--- config.mk ---
export PLATFORM = sky130hd
export DESIGN_NAME = signed_int_to_decimal_ascii_core
export DESIGN_NICKNAME = d
export VERILOG_FILES = /design/src/rtl/core/sitda_pkg.sv /design/src/rtl/core/sitda_dd_stage.sv /design/src/rtl/core/signed_int_to_decimal_ascii_core.sv
export SDC_FILE = /design/constraint.sdc
export NUM_CORES = 1
export LEC_CHECK = 0
export BUFFER_PORTS_ARGS = -buffer_cell sky130_fd_sc_hd__buf_2
export CAP_MARGIN = 20
export CORE_MARGIN = 2
export CORE_UTILIZATION = 50
export CTS_CLUSTER_DIAMETER = 40
export CTS_CLUSTER_SIZE = 20
export DETAILED_ROUTE_END_ITERATION = 8
export GPL_ROUTABILITY_DRIVEN = 0
export HOLD_SLACK_MARGIN = 0.05
export PLACE_DENSITY_LB_ADDON = 0.08
export SLEW_MARGIN = 5
export SYNTH_ARGS = -nofsm -noshare
export SYNTH_HDL_FRONTEND = slang
export SYNTH_SLANG_ARGS = --single-unit
--- constraint.sdc ---
create_clock -name clk -period 6.92 [get_ports clk]
set_input_delay 0.346 -clock clk [delete_from_list [all_inputs] [get_ports clk]]
set_output_delay 0.346 -clock clk [all_outputs]
set_load 0.005 [all_outputs]
--- src/rtl/core/sitda_pkg.sv ---
// shared types, constants and functions for the signed integer to decimal text core
package sitda_pkg;

	localparam int BIN_W       = 32;
	localparam int BCD_DIGITS  = 10;
	localparam int BCD_W       = 4 * BCD_DIGITS;
	localparam int WORD_W      = BCD_W + BIN_W;
	localparam int STAGE_STEPS = 8;
	localparam int IDX_W       = 4;
	localparam int CHAR_W      = 8;

	localparam logic [CHAR_W-1:0] ASCII_ZERO  = 8'd48;
	localparam logic [CHAR_W-1:0] ASCII_MINUS = 8'd45;

	// one item in flight: sign plus the shift word {bcd digits, remaining binary bits}
	typedef struct packed {
		logic              neg;
		logic [WORD_W-1:0] word;
	} sitda_item_t;

	// one double-dabble step: add three to every digit of five or more, then shift left
	function automatic logic [WORD_W-1:0] dd_step(input logic [WORD_W-1:0] word_in);
		logic [WORD_W-1:0] w;
		w = word_in;
		for (int i = 0; i < BCD_DIGITS; i++) begin
			if (w[BIN_W + 4*i +: 4] >= 4'd5) begin
				w[BIN_W + 4*i +: 4] = w[BIN_W + 4*i +: 4] + 4'd3;
			end
		end
		return {w[WORD_W-2:0], 1'b0};
	endfunction

	// position of the most significant nonzero digit, zero when all digits are zero
	function automatic logic [IDX_W-1:0] msd_index(input logic [BCD_W-1:0] bcd);
		logic [IDX_W-1:0] idx;
		idx = '0;
		for (int i = 0; i < BCD_DIGITS; i++) begin
			if (bcd[4*i +: 4] != 4'd0) begin
				idx = IDX_W'(i);
			end
		end
		return idx;
	endfunction

endpackage

--- src/rtl/core/sitda_dd_stage.sv ---
// one registered pipeline stage of eight double-dabble steps
module sitda_dd_stage
	import sitda_pkg::*;
(
	input  logic        clk,
	input  logic        arst_n,
	input  logic        s_valid,
	output logic        s_ready,
	input  sitda_item_t s_item,
	output logic        m_valid,
	input  logic        m_ready,
	output sitda_item_t m_item
);

	logic        valid_s1;
	sitda_item_t item_s1;
	sitda_item_t item_next;

	// eight shift steps on the combined word
	always_comb begin
		item_next = s_item;
		for (int k = 0; k < STAGE_STEPS; k++) begin
			item_next.word = dd_step(item_next.word);
		end
	end

	assign s_ready = !valid_s1 || m_ready;

	// stage register, holds while downstream stalls
	always_ff @(posedge clk or negedge arst_n) begin
		if (!arst_n) begin
			valid_s1 <= 1'b0;
		end else if (s_ready) begin
			valid_s1 <= s_valid;
		end
	end

	always_ff @(posedge clk) begin
		if (s_ready && s_valid) begin
			item_s1 <= item_next;
		end
	end

	assign m_valid = valid_s1;
	assign m_item  = item_s1;

endmodule

--- src/rtl/core/signed_int_to_decimal_ascii_core.sv ---
// signed 32-bit integer to decimal ascii text converter, top level
//
//  channel   dir  bus              contents
//  s_axis    in   tdata[31:0]      value (signed)
//  m_axis    out  tdata[7:0]       character, tlast = final_char
//
// an item goes through a sign/magnitude stage and four double-dabble stages (eight
// shift steps each) before the character emitter loads it and sends its characters
// as the output takes them; the emitter takes no new item until the last character
// of the current one is sent, and that sets the sustained rate. reset clears only
// valid bits and the emitter and output registers; there is no clearing pass.
// stalls on the output back up through the pipeline without loss or repetition.
module signed_int_to_decimal_ascii_core
	import sitda_pkg::*;
(
	input  logic              clk,
	input  logic              arst_n,
	input  logic              s_axis_tvalid,
	output logic              s_axis_tready,
	input  logic [BIN_W-1:0]  s_axis_tdata,   // [31:0] value
	output logic              m_axis_tvalid,
	input  logic              m_axis_tready,
	output logic [CHAR_W-1:0] m_axis_tdata,   // [7:0] character
	output logic              m_axis_tlast
);

	logic        valid_s1, valid_s2, valid_s3, valid_s4, valid_s5;
	logic        ready_s1, ready_s2, ready_s3, ready_s4, ready_s5;
	sitda_item_t item_s1, item_s2, item_s3, item_s4, item_s5;

	logic              em_act_q;
	logic              em_neg_q;
	logic [IDX_W-1:0]  em_idx_q;
	logic [BCD_W-1:0]  em_bcd_q;
	logic              m_valid_q;
	logic [CHAR_W-1:0] m_data_q;
	logic              m_last_q;

	logic              out_free;
	logic              emit;
	logic              load;
	logic [CHAR_W-1:0] next_char;
	logic              next_last;

	// stage 1: sign and two's complement magnitude
	assign ready_s1      = !valid_s1 || ready_s2;
	assign s_axis_tready = ready_s1;

	always_ff @(posedge clk or negedge arst_n) begin
		if (!arst_n) begin
			valid_s1 <= 1'b0;
		end else if (ready_s1) begin
			valid_s1 <= s_axis_tvalid;
		end
	end

	always_ff @(posedge clk) begin
		if (ready_s1 && s_axis_tvalid) begin
			item_s1.neg  <= s_axis_tdata[BIN_W-1];
			item_s1.word <= {{BCD_W{1'b0}},
				(s_axis_tdata[BIN_W-1] ? (~s_axis_tdata + BIN_W'(1)) : s_axis_tdata)};
		end
	end

	// stages 2 to 5: binary to bcd, 32 shift steps in all
	sitda_dd_stage u_dd_s2 (
		.clk(clk), .arst_n(arst_n),
		.s_valid(valid_s1), .s_ready(ready_s2), .s_item(item_s1),
		.m_valid(valid_s2), .m_ready(ready_s3), .m_item(item_s2)
	);
	sitda_dd_stage u_dd_s3 (
		.clk(clk), .arst_n(arst_n),
		.s_valid(valid_s2), .s_ready(ready_s3), .s_item(item_s2),
		.m_valid(valid_s3), .m_ready(ready_s4), .m_item(item_s3)
	);
	sitda_dd_stage u_dd_s4 (
		.clk(clk), .arst_n(arst_n),
		.s_valid(valid_s3), .s_ready(ready_s4), .s_item(item_s3),
		.m_valid(valid_s4), .m_ready(ready_s5), .m_item(item_s4)
	);
	sitda_dd_stage u_dd_s5 (
		.clk(clk), .arst_n(arst_n),
		.s_valid(valid_s4), .s_ready(ready_s5), .s_item(item_s4),
		.m_valid(valid_s5), .m_ready(!em_act_q), .m_item(item_s5)
	);

	// emitter control and next character
	always_comb begin
		out_free = !m_valid_q || m_axis_tready;
		emit     = out_free && em_act_q;
		load     = valid_s5 && !em_act_q;
		if (em_neg_q) begin
			next_char = ASCII_MINUS;
			next_last = 1'b0;
		end else begin
			next_char = ASCII_ZERO + {4'b0000, em_bcd_q[{em_idx_q, 2'b00} +: 4]};
			next_last = (em_idx_q == '0);
		end
	end

	// emitter: minus sign first, then digits from the most significant one down
	always_ff @(posedge clk or negedge arst_n) begin
		if (!arst_n) begin
			em_act_q  <= 1'b0;
			em_neg_q  <= 1'b0;
			em_idx_q  <= '0;
			em_bcd_q  <= '0;
			m_valid_q <= 1'b0;
			m_data_q  <= '0;
			m_last_q  <= 1'b0;
		end else begin
			if (load) begin
				em_act_q <= 1'b1;
				em_neg_q <= item_s5.neg;
				em_idx_q <= msd_index(item_s5.word[WORD_W-1:BIN_W]);
				em_bcd_q <= item_s5.word[WORD_W-1:BIN_W];
			end else if (emit) begin
				if (em_neg_q) begin
					em_neg_q <= 1'b0;
				end else if (em_idx_q == '0) begin
					em_act_q <= 1'b0;
				end else begin
					em_idx_q <= em_idx_q - IDX_W'(1);
				end
			end
			if (emit) begin
				m_valid_q <= 1'b1;
				m_data_q  <= next_char;
				m_last_q  <= next_last;
			end else if (m_axis_tready) begin
				m_valid_q <= 1'b0;
			end
		end
	end

	assign m_axis_tvalid = m_valid_q;
	assign m_axis_tdata  = m_data_q;
	assign m_axis_tlast  = m_last_q;

`ifndef SYNTHESIS
	// a minus sign never closes a run
	assert property (@(posedge clk) disable iff (!arst_n)
		m_valid_q |-> !(m_last_q && (m_data_q == ASCII_MINUS)))
		else $error("minus sign flagged as last character");

	// digit index stays within the ten bcd digits
	assert property (@(posedge clk) disable iff (!arst_n)
		em_act_q |-> (em_idx_q < IDX_W'(BCD_DIGITS)))
		else $error("emitter digit index out of range");

	// an item waiting for the emitter is held unchanged
	assert property (@(posedge clk) disable iff (!arst_n)
		(valid_s5 && em_act_q) |=> (valid_s5 && $stable(item_s5)))
		else $error("last pipeline stage lost or changed a stalled item");

	// a loaded item always starts the emitter
	assert property (@(posedge clk) disable iff (!arst_n)
		load |=> em_act_q)
		else $error("emitter did not start after load");
`endif

endmodule

==> results summary <==
The horizontal die dimension is between 200 and 250 um. The clock root buffer is sky130_fd_sc_hd__clkbuf_16. Along the worst path, the maximum fanout reaches 7. The minimum clock period after layout is about 6700 ps. The critical path's most frequent cell is sky130_fd_sc_hd__ha_1.

The most used flip-flop cell after synthesis is sky130_fd_sc_hd__edfxtp_1. The area after detailed placement is 29100 sq um. The count of cells along the worst register-to-register path came out at 29.

After Yosys synthesis, full adders, half adders and majority gates account for 6.623% of the synthesized area. The maximum number of pins on one net before global-route repair came out at between 40 and 50. The via count came out at roughly 26000.

Headroom to the max-slew limit came out at about 36%. The final net count came out at about 3700. The synthesized netlist occupies a cell area of 28060 sq um. The post-route cell area is 31840 sq um. Yosys mapped a number of flops with a built-in enable equal to around 190. The run finished with clean final reports. The number of optimization iterations in the first detailed-route pass came out at 6. The destination of the worst hold path is item_s1[29]. The startpoint identified for the worst register-to-register timing path is u_dd_s2.m_item[32]. The global-route congestion overflow total is 0.

The critical path class is register to register. Summed over all nets, the half-perimeter wirelength after detailed placement is 46.89 mm. After detailed routing, the average wire length per cell comes to 14.69 um.

0 antenna diodes ended up in the layout. The clock latency reported for the late side of the worst-skew pair came out at a little under 600 ps. The slew at the pin closest to its max-slew limit came out at ~940 ps.

The worst setup path is launched from a register. The count of nets left with antenna violations once routing finished came out at 0. The top-level port count is 47. The slowest stage of the critical path is the sky130_fd_sc_hd__or4b_1 cell.

Synthesis instantiated 130 different standard cells from the library. The final worst-path cycle share came out at 96.57%. After synthesis, the share of flip-flops with an asynchronous set or reset is about a quarter. The final max-slew violation count came out at 0. STA classifies the critical path endpoint as a register.

The violation count after the first detailed-route iteration came out at 1346. The setup slack after placement came out at -41.03 ps. Measured against the total synthesized area, the mux share comes to roughly 7.4%. The clock tree from TritonCTS is done. The number of max-capacitance violations reported is 0. The die footprint came out at a little under 60000 sq um. The setup clock skew after layout is roughly 26 ps.

The number of sinks on the clock net came out at about 250. By area, the combinational part of the netlist is dominated by compound AO/OA/AOI/OAI gates. The clock tree buffer depth came out at 3.

The total area inside the core boundary comes to about 55000 sq um. The via count of the first global-routing pass is around 24000. The synthesized-area fraction occupied by ao, oa, aoi and oai cells came out at 30.82%. The worst hold path begins at s_axis_tdata[29].

The post-detailed-routing wire length is about 63 mm. The starting density of the core is slightly above 50%. The number of H-tree levels came out at 2.

The remaining routing DRC violations came out at 0. The floorplan step set the die height to ~240 um. Static timing analysis puts the maximum clock frequency at approximately 0.15 GHz. Clock-pin slew was measured on the worst setup and hold paths at about 60 ps. The signal arrival time at the worst endpoint came out at about 7000 ps.

The setup-violating endpoint count in the final report is 0. The synthesized instance count came out at ~3400. The number of endpoints with negative hold slack in the final report came out at 0. The slack of the critical path is 237.1 ps. In this run the mean area of a mapped cell was 8.179 sq um. After detailed routing, the number of vias per cell comes to 5.974.

The number of antenna violations at the first check in global routing came out at 1. The share of synthesized cell area in and, or, nand and nor gates came out at about a fifth. Summing the areas of all xor and xnor instances in the mapped netlist gives under 10% of the synthesized area.

The count of filler cells inserted in the layout came out at ~5000. The register-to-register path setup slack came out at 240 ps. For the worst setup path, the data required time is ~7200 ps. The first global-routing pass estimated around 110 mm of wire.

The post-route netlist has approximately 17% of its cells at a drive strength greater than 1. The sequential area share after synthesis came out at between 20 and 30%. The number of cells traversed by the worst hold path is 2. The count of state elements after synthesis is between 200 and 250. The count of warnings emitted by yosys came out at 0.

Global routing used a little over a fifth of the available tracks across all layers. Buffers inserted during clock tree synthesis total between 40 and 50. In this run the critical register-to-register path is captured at u_dd_s3.m_item[41]. The area growth from synthesis to layout is 13.49%. The total of buffers placed on input and output ports is 44. The tightest min-delay check is of the primary input to register type.

The largest stage delay on the critical path is roughly 510 ps. The initialized floorplan defines between 80 and 90 standard-cell rows.
==> placed cells by master, fill, tap and decap left out, types with 22 or more instances in the layout <==
| cell type | n |
|---|---|
| sky130_fd_sc_hd__a211o_1 | 37 |
| sky130_fd_sc_hd__a211oi_1 | 77 |
| sky130_fd_sc_hd__a21o_1 | 39 |
| sky130_fd_sc_hd__a21oi_1 | 210 |
| sky130_fd_sc_hd__a21oi_2 | 22 |
| sky130_fd_sc_hd__a31oi_1 | 31 |
| sky130_fd_sc_hd__and2_1 | 42 |
| sky130_fd_sc_hd__and3_1 | 30 |
| sky130_fd_sc_hd__buf_2 | 44 |
| sky130_fd_sc_hd__buf_4 | 83 |
| sky130_fd_sc_hd__clkbuf_16 | 48 |
| sky130_fd_sc_hd__dfrtp_1 | 59 |
| sky130_fd_sc_hd__edfxtp_1 | 187 |
| sky130_fd_sc_hd__ha_1 | 133 |
| sky130_fd_sc_hd__inv_1 | 194 |
| sky130_fd_sc_hd__mux2_2 | 51 |
| sky130_fd_sc_hd__mux2i_1 | 96 |
| sky130_fd_sc_hd__nand2_1 | 415 |
| sky130_fd_sc_hd__nand2b_1 | 80 |
| sky130_fd_sc_hd__nand3_1 | 70 |
| sky130_fd_sc_hd__nor2_1 | 228 |
| sky130_fd_sc_hd__nor2b_1 | 33 |
| sky130_fd_sc_hd__nor3_1 | 67 |
| sky130_fd_sc_hd__o211ai_1 | 43 |
| sky130_fd_sc_hd__o21a_1 | 50 |
| sky130_fd_sc_hd__o21ai_0 | 196 |
| sky130_fd_sc_hd__o21ai_1 | 49 |
| sky130_fd_sc_hd__o21bai_1 | 29 |
| sky130_fd_sc_hd__o22ai_1 | 41 |
| sky130_fd_sc_hd__or2_2 | 36 |
| sky130_fd_sc_hd__or3_1 | 42 |
| sky130_fd_sc_hd__xnor2_1 | 95 |
==> cell families (layout without fill, tap and decap cells) <==
kind of cell / after synthesis / count (layout)
buffers and inverters: 314 / 430
AND/OR/NAND/NOR: 1191 / 1191
multiplexers: 181 / 181
flip-flops: 246 / 246
other: 1 / 2
adder cells (fa/ha/maj): 150 / 150
XOR/XNOR: 142 / 142
AO/OA/AOI/OAI: 1205 / 1205
==> metal layers <==
metal	wire [um]	track usage [%]	part of all wire, %	up-vias
met5	0	0	0	-
met4	1187	5.761	1.9	0
met3	1885	2.516	3.0	91
met2	31850	38.24	50	369
met1	28180	25.81	45	12090
li1	-	-	-	13110
==> worst max-delay path, delay by kind of cell (launching register included) <==
family / cells / cell delay, ps
and+or+nand+nor: 7 / 1610
adders and majority gates: 5 / 1150
buffers and inverters: 4 / 410
AOI/OAI and AO/OA: 13 / 2770
DFF: 1 / 460
==> stage by stage <==
| stage | instances | utilization (%) | hold WS (ps) | TNS [ps] |
|---|---|---|---|---|
| 6_report | 4295 | 57.57 | 81.00 | 0 |
| 5_1_grt | 4295 | 57.57 | 75.99 | -551.2 |
| 4_1_cts | 4251 | 55.59 | 55.00 | 0 |
| 3_5_place_dp | 4162 | 52.62 | 338.0 | -102.3 |
| 3_3_place_gp | 4162 | 52.62 | 332.3 | 0 |
| 2_1_floorplan | 3431 | - | 50.41 | 0 |
==> synth_stat cells, types with 13 or more instances <==
library cell,count,area (sq um)
sky130_fd_sc_hd__nand2_1,417,1565
sky130_fd_sc_hd__nor2_1,239,897.1
sky130_fd_sc_hd__a21oi_1,226,1131
sky130_fd_sc_hd__o21ai_0,203,1016
sky130_fd_sc_hd__inv_1,198,743.2
sky130_fd_sc_hd__edfxtp_1,187,5615
sky130_fd_sc_hd__ha_1,142,1777
sky130_fd_sc_hd__xnor2_1,106,928.4
sky130_fd_sc_hd__mux2i_1,103,1031
sky130_fd_sc_hd__a211oi_1,84,630.6
sky130_fd_sc_hd__nand2b_1,80,500.5
sky130_fd_sc_hd__nor3_1,74,370.4
sky130_fd_sc_hd__clkbuf_1,72,270.3
sky130_fd_sc_hd__nand3_1,72,360.4
sky130_fd_sc_hd__dfrtp_1,59,1476
sky130_fd_sc_hd__mux2_2,52,585.6
sky130_fd_sc_hd__o21a_1,50,375.4
sky130_fd_sc_hd__and2_1,47,294.0
sky130_fd_sc_hd__o21ai_1,46,230.2
sky130_fd_sc_hd__o22ai_1,45,281.5
sky130_fd_sc_hd__o211ai_1,43,322.8
sky130_fd_sc_hd__or3_1,43,269.0
sky130_fd_sc_hd__a21o_1,40,300.3
sky130_fd_sc_hd__a211o_1,39,341.6
sky130_fd_sc_hd__nor2b_1,38,237.7
sky130_fd_sc_hd__or2_2,36,225.2
sky130_fd_sc_hd__a31oi_1,34,212.7
sky130_fd_sc_hd__and3_1,32,200.2
sky130_fd_sc_hd__o21bai_1,29,217.7
sky130_fd_sc_hd__o31ai_1,28,210.2
sky130_fd_sc_hd__xor2_1,23,201.4
sky130_fd_sc_hd__a22oi_1,19,142.6
sky130_fd_sc_hd__a21boi_0,18,135.1
sky130_fd_sc_hd__nor4_1,18,112.6
sky130_fd_sc_hd__a2bb2oi_1,17,148.9
sky130_fd_sc_hd__a221oi_1,16,140.1
sky130_fd_sc_hd__buf_2,15,75.07
sky130_fd_sc_hd__o211a_1,15,150.1
sky130_fd_sc_hd__a31o_2,14,122.6
sky130_fd_sc_hd__inv_2,14,52.55
sky130_fd_sc_hd__a22o_1,13,113.9
sky130_fd_sc_hd__or4_1,13,97.59
==> worst max-delay path by stage <==
| stage | slack (ps) | from | cells past startpoint | end |
|---|---|---|---|---|
| finish | 240 | u_dd_s2.m_item[32] | 29 | u_dd_s3.m_item[41] |
| global route | -110 | u_dd_s2.m_item[32] | 29 | u_dd_s3.m_item[44] |
| CTS | 0.6 | u_dd_s2.m_item[36] | 35 | u_dd_s3.m_item[44] |
| detailed placement | -40 | u_dd_s4.m_item[60] | 35 | u_dd_s5.m_item[69] |
| global placement | 290 | u_dd_s4.m_item[60] | 35 | u_dd_s5.m_item[70] |
| floorplan | 540 | u_dd_s4.m_item[32] | 33 | u_dd_s5.m_item[45] |
==> repair_timing <==
action	in CTS	in global routing
gates resized for setup	5	164
hold endpoints to repair	25	0
pin swaps	0	38
setup endpoints to repair	6	70
buffers inserted	0	44
hold buffers	4	0
==> cell type report <==
type,count,area [sq um],area share [%]
Inverter,214,803.3,2.523
Timing Repair Buffer,131,883.3,2.774
Sequential cell,246,7092,22.27
Clock inverter,33,332.8,1.045
Multi-Input combinational cell,2871,20550,64.53
Tap cell,748,935.9,2.939
Clock buffer,52,1246,3.914
==> registers in the layout (all words and copies together) (netlist names), 4 cells and up <==
signal / flops
em_bcd_q: 40
em_idx_q: 4
item_s1: 33
m_axis_tdata: 6
u_dd_s2.m_item: 35
u_dd_s3.m_item: 38
u_dd_s4.m_item: 40
u_dd_s5.m_item: 41
Power is not shown: default switching activity piles up to over one toggle a cycle in this logic, so the estimate is an artifact.
